--- src/rtl/chol_pkg.sv ---
`default_nettype none

package chol_pkg;

    localparam int MAX_DIM = 8;
    localparam int DIM_W   = $clog2(MAX_DIM);
    localparam int ADDR_W  = 2 * DIM_W;
    localparam int SIZE_W  = 4;
    localparam int DATA_W  = 32;
    localparam int ACC_W   = 64;

    typedef logic [DIM_W-1:0]  idx_t;
    typedef logic [ADDR_W-1:0] addr_t;

    // Result status codes.
    typedef enum logic [1:0] {
        STAT_OK    = 2'd0,
        STAT_ASYM  = 2'd1,
        STAT_NOTPD = 2'd2
    } status_t;

    // Controller states.
    typedef enum logic [3:0] {
        ST_LOAD,
        ST_SYM_RD,
        ST_SYM_CMP,
        ST_F_INIT,
        ST_F_MAC_RD,
        ST_F_MUL,
        ST_F_ACC,
        ST_F_DIFF_RD,
        ST_F_DIFF,
        ST_F_CHECK,
        ST_F_UNIT,
        ST_F_NEXT,
        ST_O_RD,
        ST_O_EMIT,
        ST_ERR
    } state_t;

    // Commands from the controller to the datapath.
    typedef struct packed {
        logic    a_we;
        addr_t   a_waddr;
        addr_t   a_raddr0;
        addr_t   a_raddr1;
        addr_t   l_raddr0;
        addr_t   l_raddr1;
        logic    l_we;
        addr_t   l_waddr;
        logic    acc_clr;
        logic    mul_en;
        logic    acc_en;
        logic    diff_en;
        logic    root_start;
        logic    div_start;
        logic    emit;
        logic    emit_zero;
        logic    emit_last;
        status_t emit_status;
    } dp_cmd_t;

    // Status from the datapath to the controller.
    typedef struct packed {
        logic sym_mismatch;
        logic diff_nonpos;
        logic unit_busy;
    } dp_stat_t;

endpackage

`default_nettype wire

--- src/rtl/chol_ctrl.sv ---
`default_nettype none

module chol_ctrl (
    input  wire logic                  clk,
    input  wire logic                  rst_n,
    input  wire logic                  start,
    input  wire logic                  matrix_size_we,
    input  wire logic [3:0]            matrix_size,
    input  wire chol_pkg::dp_stat_t    stat,
    output logic                       busy,
    output chol_pkg::dp_cmd_t          cmd
);
    import chol_pkg::*;

    state_t            state_reg, state_next;
    idx_t              i_reg, i_next, j_reg, j_next, k_reg, k_next;
    logic [SIZE_W-1:0] size_reg;
    idx_t              nm1;

    // Largest index of the active dimension; zero acts as one, large values as the maximum.
    always_comb
    begin
        if (size_reg == '0)
        begin
            nm1 = '0;
        end
        else if (size_reg > SIZE_W'(MAX_DIM))
        begin
            nm1 = DIM_W'(MAX_DIM - 1);
        end
        else
        begin
            nm1 = DIM_W'(size_reg - SIZE_W'(1));
        end
    end

    // State, index and size registers.
    always_ff @(posedge clk or negedge rst_n)
    begin
        if (!rst_n)
        begin
            state_reg <= ST_LOAD;
            i_reg     <= '0;
            j_reg     <= '0;
            k_reg     <= '0;
            size_reg  <= SIZE_W'(MAX_DIM);
        end
        else
        begin
            state_reg <= state_next;
            i_reg     <= i_next;
            j_reg     <= j_next;
            k_reg     <= k_next;
            if (matrix_size_we)
            begin
                size_reg <= matrix_size;
            end
        end
    end

    // Next state and datapath commands.
    always_comb
    begin
        state_next = state_reg;
        i_next     = i_reg;
        j_next     = j_reg;
        k_next     = k_reg;
        busy       = 1'b1;
        cmd        = '0;
        cmd.a_waddr     = {i_reg, j_reg};
        cmd.a_raddr0    = {i_reg, j_reg};
        cmd.a_raddr1    = {j_reg, i_reg};
        cmd.l_raddr0    = {i_reg, k_reg};
        cmd.l_raddr1    = {j_reg, k_reg};
        cmd.l_waddr     = {i_reg, j_reg};
        cmd.emit_status = STAT_OK;

        unique case (state_reg)
            ST_LOAD:
            begin
                busy = 1'b0;
                if (start)
                begin
                    cmd.a_we = 1'b1;
                    if (j_reg == nm1)
                    begin
                        j_next = '0;
                        if (i_reg == nm1)
                        begin
                            i_next     = '0;
                            state_next = ST_SYM_RD;
                        end
                        else
                        begin
                            i_next = i_reg + 1'b1;
                        end
                    end
                    else
                    begin
                        j_next = j_reg + 1'b1;
                    end
                end
            end

            // Compare each pair below the diagonal with its mirror.
            ST_SYM_RD:
            begin
                if (j_reg == i_reg)
                begin
                    j_next = '0;
                    if (i_reg == nm1)
                    begin
                        i_next     = '0;
                        state_next = ST_F_INIT;
                    end
                    else
                    begin
                        i_next = i_reg + 1'b1;
                    end
                end
                else
                begin
                    state_next = ST_SYM_CMP;
                end
            end

            ST_SYM_CMP:
            begin
                if (stat.sym_mismatch)
                begin
                    state_next = ST_ERR;
                end
                else
                begin
                    j_next     = j_reg + 1'b1;
                    state_next = ST_SYM_RD;
                end
            end

            // Dot product over the earlier columns.
            ST_F_INIT:
            begin
                cmd.acc_clr = 1'b1;
                k_next      = '0;
                state_next  = ST_F_MAC_RD;
            end

            ST_F_MAC_RD:
            begin
                state_next = (k_reg == j_reg) ? ST_F_DIFF_RD : ST_F_MUL;
            end

            ST_F_MUL:
            begin
                cmd.mul_en = 1'b1;
                state_next = ST_F_ACC;
            end

            ST_F_ACC:
            begin
                cmd.acc_en = 1'b1;
                k_next     = k_reg + 1'b1;
                state_next = ST_F_MAC_RD;
            end

            // Read the matrix element and the pivot of column j.
            ST_F_DIFF_RD:
            begin
                cmd.l_raddr1 = {j_reg, j_reg};
                state_next   = ST_F_DIFF;
            end

            ST_F_DIFF:
            begin
                cmd.diff_en = 1'b1;
                state_next  = ST_F_CHECK;
            end

            ST_F_CHECK:
            begin
                if (i_reg == j_reg)
                begin
                    if (stat.diff_nonpos)
                    begin
                        state_next = ST_ERR;
                    end
                    else
                    begin
                        cmd.root_start = 1'b1;
                        state_next     = ST_F_UNIT;
                    end
                end
                else
                begin
                    cmd.div_start = 1'b1;
                    state_next    = ST_F_UNIT;
                end
            end

            ST_F_UNIT:
            begin
                if (!stat.unit_busy)
                begin
                    cmd.l_we   = 1'b1;
                    state_next = ST_F_NEXT;
                end
            end

            ST_F_NEXT:
            begin
                if (j_reg == i_reg)
                begin
                    j_next = '0;
                    if (i_reg == nm1)
                    begin
                        i_next     = '0;
                        state_next = ST_O_RD;
                    end
                    else
                    begin
                        i_next     = i_reg + 1'b1;
                        state_next = ST_F_INIT;
                    end
                end
                else
                begin
                    j_next     = j_reg + 1'b1;
                    state_next = ST_F_INIT;
                end
            end

            // Stream the factor out row-major.
            ST_O_RD:
            begin
                cmd.l_raddr0 = {i_reg, j_reg};
                state_next   = ST_O_EMIT;
            end

            ST_O_EMIT:
            begin
                cmd.emit      = 1'b1;
                cmd.emit_zero = (j_reg > i_reg);
                cmd.emit_last = (i_reg == nm1) && (j_reg == nm1);
                if (j_reg == nm1)
                begin
                    j_next = '0;
                    if (i_reg == nm1)
                    begin
                        i_next     = '0;
                        state_next = ST_LOAD;
                    end
                    else
                    begin
                        i_next     = i_reg + 1'b1;
                        state_next = ST_O_RD;
                    end
                end
                else
                begin
                    j_next     = j_reg + 1'b1;
                    state_next = ST_O_RD;
                end
            end

            ST_ERR:
            begin
                cmd.emit        = 1'b1;
                cmd.emit_zero   = 1'b1;
                cmd.emit_last   = 1'b1;
                cmd.emit_status = (i_reg == j_reg) ? STAT_NOTPD : STAT_ASYM;
                i_next          = '0;
                j_next          = '0;
                state_next      = ST_LOAD;
            end

            default:
            begin
                state_next = ST_LOAD;
            end
        endcase

        // A size write restarts loading.
        if (matrix_size_we)
        begin
            i_next = '0;
            j_next = '0;
        end
    end

endmodule

`default_nettype wire

--- config.mk ---
export PLATFORM = sky130hd
export DESIGN_NAME = chol_ctrl
export DESIGN_NICKNAME = d
export VERILOG_FILES = /design/src/rtl/chol_pkg.sv /design/src/rtl/chol_ctrl.sv
export SDC_FILE = /design/constraint.sdc
export NUM_CORES = 1
export LEC_CHECK = 0
export BUFFER_PORTS_ARGS = -buffer_cell sky130_fd_sc_hd__clkbuf_2
export CAP_MARGIN = 20
export CORE_ASPECT_RATIO = 0.6
export CORE_MARGIN = 2
export CORE_UTILIZATION = 30
export CTS_BUF_LIST = sky130_fd_sc_hd__clkbuf_4
export DETAILED_ROUTE_END_ITERATION = 12
export HOLD_SLACK_MARGIN = 0.15
export SLEW_MARGIN = 30
export SYNTH_ARGS = -nofsm -noshare
export SYNTH_HDL_FRONTEND = slang
export SYNTH_SLANG_ARGS = --single-unit
export TNS_END_PERCENT = 20
--- constraint.sdc ---
create_clock -name clk -period 2.95 [get_ports clk]
set_clock_uncertainty 0.1 [all_clocks]
set_input_delay 0 -clock clk [delete_from_list [all_inputs] [get_ports clk]]
set_output_delay 0 -clock clk [all_outputs]
set_load 0.05 [all_outputs]
After elaboration in Yosys (flattened, before gate mapping). Index checks and enable logic that the tools add are counted.

Memories: 0. Memory bits (writable): 0. Output and inout port bits: 50. Word-level logic and storage cells: 99. Memory bits (read-only): 0. Latch bits: 0. Bits of input ports: 11. Bits in registers: 17.

Shift operators: 0. Multipliers: 0. Mux-type cells: 49. Bitwise gates (word level): 0. Add/subtract/negate cells: 4. Reduce and logical (&&, ||, !) cells: 11. Equality and inequality tests: 28. Div/mod/pow operators: 0. $lt $le $gt $ge: 2.

Operators with widths (number): 4-bit one-hot mux with 13 select lines (1); 3-bit two-way mux (17); 4-bit two-way mux (11); 4-bit == test (second input constant) (7); 3-bit one-hot mux with 6 select lines (1); 4-bit by 3-bit == test with 1-bit output (second input constant) (4); 3-bit == test (5); 1-bit two-way mux (12); 3-bit != test (second input constant) (4); 3-bit one-hot mux with 2 select lines (2); 3-bit one-hot mux with 4 select lines (1); 3-bit by 1-bit adder with 3-bit output (second input constant) (3); 4-bit by 2-bit == test with 1-bit output (second input constant) (2); 4-bit zero test (2); 2-bit two-way mux (4); 2-bit != test (second input constant) (4); 7-bit nonzero test (1); 5-bit AND reduction (1); 5-bit nonzero test (1); 4-bit by 1-bit == test with 1-bit output (second input constant) (1); 4-bit greater-than comparator (second input constant) (1); 4-bit AND reduction (1); 2-bit OR reduction (2); 3-bit greater-than comparator (1); other kinds (5) (5).

Depth between registers and ports, before layout.
Depth after elaboration: 9. Gate-level depth with buffers: 11. Gate-level depth less buffers: 9.

Least setup slack after synthesis. No wires, ideal clock.

Path type: flip-flop to output port. From: reg i_reg[2]. To: out cmd[6] (netlist name). Data required time: 2.850 ns. Path buffers: 1. Stages on the path, launching flop included: 6. Path slack: -0.152 ns. Arrival time: 3.002 ns. Path through: dfrtp_1 -> clkbuf_1 -> inv_1 -> ha_1 -> nand3_1 -> nor4_1.

RTL lines: start: declaration (line chol_ctrl.sv:16) `idx_t i_reg, i_next, j_reg, j_next, k_reg, k_next;`; start signal: assignment (line chol_ctrl.sv:51) `i_reg <= i_next;`; end: declaration (line chol_ctrl.sv:11) `output chol_pkg::dp_cmd_t cmd`.

Final worst setup path.
From: reg size_reg[0]. To: reg j_reg[2].

Word-level cells in the longest chain between the ends: 8. Elaborated cells on any way between the ends: 10. Classes of those cells: add/sub (1); order compare (1); eq/ne (1); mux (6); reduce/logical (1).

Ends and longest elaborated chain: start: declaration (line chol_ctrl.sv:17) `logic [SIZE_W-1:0] size_reg;`; start signal: assignment (line chol_ctrl.sv:46) `size_reg <= SIZE_W'(MAX_DIM);`; start signal: assignment (line chol_ctrl.sv:56) `size_reg <= matrix_size;`; 4-bit greater-than comparator / 3-bit by 1-bit subtractor with 3-bit output (equally long branches) (line chol_ctrl.sv:27, chol_ctrl.sv:33); 3-bit two-way mux (line chol_ctrl.sv:27) `else if (size_reg > SIZE_W'(MAX_DIM))`; 3-bit two-way mux * (line chol_ctrl.sv:23) `if (size_reg == '0)`; 3-bit == test * (line chol_ctrl.sv:85, chol_ctrl.sv:244); 3-bit two-way mux * (line chol_ctrl.sv:85, chol_ctrl.sv:244); 3-bit two-way mux (line chol_ctrl.sv:82) `if (start)`; 3-bit one-hot mux with 6 select lines * (line chol_ctrl.sv:78) `unique case (state_reg)`; 3-bit two-way mux * (line chol_ctrl.sv:283) `if (matrix_size_we)`; end signal: assignment (line chol_ctrl.sv:52) `j_reg <= j_next;`; end: declaration (line chol_ctrl.sv:16).

Every way passes the cells marked *; elsewhere a longest branch is shown, timed or not. The select of a mux whose other input is x is not followed. A chain may end at the register's enable or synchronous reset.

==> summary.md <==
| Metric | Value |
|---|---|
| MaxCap Viol Count | `0` |
| Synth Warn # | `0` |
| H-tree depth | `1` |
| Antenna violations before repair | `0` |
| Clock buffer count from CTS | `3` |
| Global-route wire length before repair | `9280 um` |
| Data required time of the worst path | `3.08 ns` |
| ANT cells | `0` |
| Predominant post-synthesis flop cell | `sky130_fd_sc_hd__dfrtp_1` |
| Post-Syn Area | `1950 um2` |
| Proportion of synthesized chip area in sequential cells | `21.8%` |
| Master cell of the clock root buffer | `sky130_fd_sc_hd__clkbuf_4` |
| I/O pins | `61` |
| Setup repair after global routing missed its margin | `no` |
| Worst setup path category | `reg -> reg` |
| Site row count | `22` |
| Post-Syn Nets | `276` |
| Psw | `1530 uW` |
| Switching share of total power | `62.0%` |
| Placement Setup Slack | `0.171 ns` |
| Global routing's busiest layer | `met1` |
| Non-Filler Instances | `402` |
| FF+latch count, synth | `17` |
| Core box area | `6190 um2` |
| Seq. cell area | `427 um2` |
| CTS tree | `built` |
| Number of nets with antenna violations after detailed routing | `0` |
| Layout cell share with drive strength beyond 1 | `32.4%` |
| Per-instance average area after synthesis | `7.58 um2` |
| Remaining global-route overflow | `0` |
| Proportion of power drawn by flip-flops and latches | `17.2%` |
| Count of vias placed by the detailed router | `2110` |
| Clock Sink Count | `17` |
| Final routed wirelength across all metal layers | `5890 um` |
| FMAX | `0.363 GHz` |
| Worst setup slack after layout | `0.198 ns` |
| Slew @ Worst Pin | `0.875 ns` |
| Growth of design area from synthesis to finish | `25.9%` |
| Area fraction of the dominant cell type after synthesis | `20.5%` |
| Synth area leaders | `sky130_fd_sc_hd__dfrtp_1 (20%), sky130_fd_sc_hd__buf_4 (9.6%), sky130_fd_sc_hd__nor2_1 (5.4%), sky130_fd_sc_hd__mux2_2 (5.2%), sky130_fd_sc_hd__nand2_1 (4.6%)` |
| Vias in the first global route | `1821` |
| Cell with the largest stage delay on the worst path | `sky130_fd_sc_hd__or4b_1` |
| Maximum buffer depth of the clock tree | `2` |
| Number of cells traversed by the worst register-to-register path | `11` |
| Clock power frac | `5.7%` |
| Vertical die dimension | `66.5 um` |
| Met2 Resource Use GR | `24.2%` |
| Synthesized instance count | `258` |
| Result of the run | `finished clean` |
| Starting density of the core | `31.6%` |
| Met3 Use GR | `2.84%` |
| Later-pin clock latency in the skew report | `0.31 ns` |
| Die Outline Area | `7200 um2` |
| Worst ir drop on vdd | `0.637 mV` |
| Fin nets | `337` |
| Met1 global-route usage | `25.1%` |
| Largest net degree at the start of global routing | `21` |
| Kind of cell adding the most delay to the critical path | `simple AND/OR/NAND/NOR gates` |
| Total count of max-transition violations in the final report | `0` |
| Type of element launching the critical path | `flip-flop` |
| Die W | `108 um` |
| Initial DRC count | `232` |
| Critical path, cell by cell | `inv_1 -> ha_4 -> buf_4 -> buf_4 -> and4b_1 -> a221oi_2 -> nand3_2 -> o2111ai_1 -> nand3_2 -> or4b_1 -> a31oi_1` |
| Drt via density | `5.25` |
| Internal power consumption | `939 uW` |
| Final Cycle Share | `93.3%` |
| Post-DP HPWL | `4220 um` |
| CTS clock-pin slew for the worst setup and hold paths | `0.12 ns` |
| Path category of the worst min-delay check | `reg -> reg` |
| Buffers and inverters on the worst path | `3` |
| Delay of the slowest cell on the worst path | `0.49 ns` |
| Power share of the combinational group | `77.1%` |
| Number of synthesized flops with an enable pin | `0` |
| All-layer global routing usage | `16.4%` |
| Number of cells on the worst hold path | `2` |
| Distinct cell type count of the synthesized netlist | `60` |
| Worst slew slack as a fraction of its limit | `41.5%` |
| Lkg Pwr | `0.00113 uW` |
| Sum Neg Setup Slack | `0 ns` |
| End-of-flow core utilization | `39.7%` |
| GPL Wtd Cong | `0.871` |
| Areal power density over the cells | `1000 nW/um2` |
| Cell type with the highest aggregate area in the netlist | `sky130_fd_sc_hd__dfrtp_1` |
| Number of fill cells in the layout | `663` |
| Fraction of registers with async set/reset | `100%` |
| Multi-input gate area | `1260 um2` |
| Fin Hold WS | `0.488 ns` |
| Average wire per standard cell | `14.7 um` |
| Path length in cells of the critical path | `11` |
| Endpoint kind of the worst setup timing path | `flip-flop` |
| Drt pass-1 iters | `4` |
| Final setup violation count | `0` |
| DRC errors left | `0` |
| Crit-path max FO | `9` |
| Data arrival at the endpoint of the critical path | `2.88 ns` |
| Number of endpoints with negative hold slack in the final report | `0` |
| Number of I/O port buffers | `60` |
| Clock period minus worst slack | `2.75 ns` |
| Number of placed instances, taps included | `376` |
==> per-layer routing <==
layer,share of wire [%],wire length (um)
met1,50,2950
met2,41,2420
met3,8.3,490
met4,0.54,32
met5,0,0
==> worst register-to-register path, cell delays in order (launching register included) <==
cell	delay, ns
sky130_fd_sc_hd__dfrtp_1	0.39
sky130_fd_sc_hd__inv_1	0.09
sky130_fd_sc_hd__ha_4	0.20
sky130_fd_sc_hd__buf_4	0.14
sky130_fd_sc_hd__buf_4	0.13
sky130_fd_sc_hd__and4b_1	0.20
sky130_fd_sc_hd__a221oi_2	0.29
sky130_fd_sc_hd__nand3_2	0.18
sky130_fd_sc_hd__o2111ai_1	0.15
sky130_fd_sc_hd__nand3_2	0.14
sky130_fd_sc_hd__or4b_1	0.49
sky130_fd_sc_hd__a31oi_1	0.19
==> per-stage QoR <==
step                instance area [um2]  total power, uW
floorplan                          1960             1900
global placement                   2210             2270
detailed placement                 2210             2270
CTS                                2420             2440
global route                       2460             2650
finish                             2460             2470
==> logic make-up after synthesis <==
kind of cell	synth area share [%]
compound gates	21.6
xor+xnor	2.69
mux	5.19
buf+inv	14.9
fa+ha+maj	4.48
flops	21.8
simple gates	29.4
==> worst paths after layout <==
kind | start | to | slack [ns]
max | size_reg[0]$_DFFE_PN0P_ | j_reg[2]$_DFFE_PN0P_ | 0.20
min | i_reg[1]$_DFFE_PN0P_ | i_reg[1]$_DFFE_PN0P_ | 0.49
max reg2reg | size_reg[0]$_DFFE_PN0P_ | j_reg[2]$_DFFE_PN0P_ | 0.20
min reg2reg | i_reg[1]$_DFFE_PN0P_ | i_reg[1]$_DFFE_PN0P_ | 0.49
max in group asynchronous | rst_n | k_reg[0]$_DFFE_PN0P_ | 0.82
min in group asynchronous | rst_n | size_reg[3]$_DFFE_PN1P_ | 0.65
==> cell usage after synthesis, types with 2 or more instances <==
library cell and n:
sky130_fd_sc_hd__nand3_1 10, sky130_fd_sc_hd__nor2_1 28, sky130_fd_sc_hd__ha_1 7, sky130_fd_sc_hd__o2111ai_1 2
sky130_fd_sc_hd__dfrtp_1 16, sky130_fd_sc_hd__a31oi_1 7, sky130_fd_sc_hd__clkbuf_1 8, sky130_fd_sc_hd__buf_4 25
sky130_fd_sc_hd__buf_2 4, sky130_fd_sc_hd__a221oi_1 2, sky130_fd_sc_hd__nand2_1 24, sky130_fd_sc_hd__xor2_1 3
sky130_fd_sc_hd__o21ai_0 12, sky130_fd_sc_hd__nor4_1 2, sky130_fd_sc_hd__nand2b_1 4, sky130_fd_sc_hd__o211ai_1 2
sky130_fd_sc_hd__and3_1 2, sky130_fd_sc_hd__a21oi_1 14, sky130_fd_sc_hd__nor3_1 9, sky130_fd_sc_hd__o22ai_1 3
sky130_fd_sc_hd__nand3b_1 3, sky130_fd_sc_hd__o21ai_1 4, sky130_fd_sc_hd__mux2_2 9, sky130_fd_sc_hd__nand3_2 3
sky130_fd_sc_hd__inv_1 10, sky130_fd_sc_hd__nand4_1 3, sky130_fd_sc_hd__nor2b_1 7, sky130_fd_sc_hd__xnor2_1 3
==> layout by cell type (no fill, tap or decap), types with 6 or more instances in the layout <==
master,n
sky130_fd_sc_hd__a21oi_1,14
sky130_fd_sc_hd__a31oi_1,7
sky130_fd_sc_hd__buf_4,17
sky130_fd_sc_hd__clkbuf_2,59
sky130_fd_sc_hd__dfrtp_1,16
sky130_fd_sc_hd__dlygate4sd3_1,18
sky130_fd_sc_hd__ha_1,6
sky130_fd_sc_hd__inv_1,10
sky130_fd_sc_hd__mux2_2,9
sky130_fd_sc_hd__nand2_1,24
sky130_fd_sc_hd__nand3_1,10
sky130_fd_sc_hd__nor2_1,28
sky130_fd_sc_hd__nor2b_1,7
sky130_fd_sc_hd__nor3_1,9
sky130_fd_sc_hd__o21ai_0,12
==> timing repair <==
| action | 4_1_cts | 5_1_grt |
|---|---|---|
| hold buffers | 18 | 0 |
| resized for setup | 2 | 2 |
| pin swaps | 0 | 1 |
| endpoints found under the hold margin | 29 | 0 |
| endpoints found under the setup margin | 1 | 1 |
| buffers inserted | 0 | 4 |
| gates cloned | 0 | 0 |
==> area by class of cell <==
type / instances / share of cell area (%)
Clock inverter: 1 / 0.203
Tap cell: 84 / 4.27
Multi-Input combinational cell: 192 / 51.1
Timing Repair Buffer: 94 / 24.5
Inverter: 11 / 1.68
Sequential cell: 17 / 17.3
Clock buffer: 3 / 0.916
==> power by group through the flow <==
stage	Combinational (uW)	Clock, uW	Sequential [uW]
final	1910	141	425
after global placement	1840	0	426
after detailed placement	1840	0	426
after global routing	2060	156	437
after CTS	1880	145	420
after floorplan	1460	0	441
No activity file was read; power rests on OpenSTA's default activity.
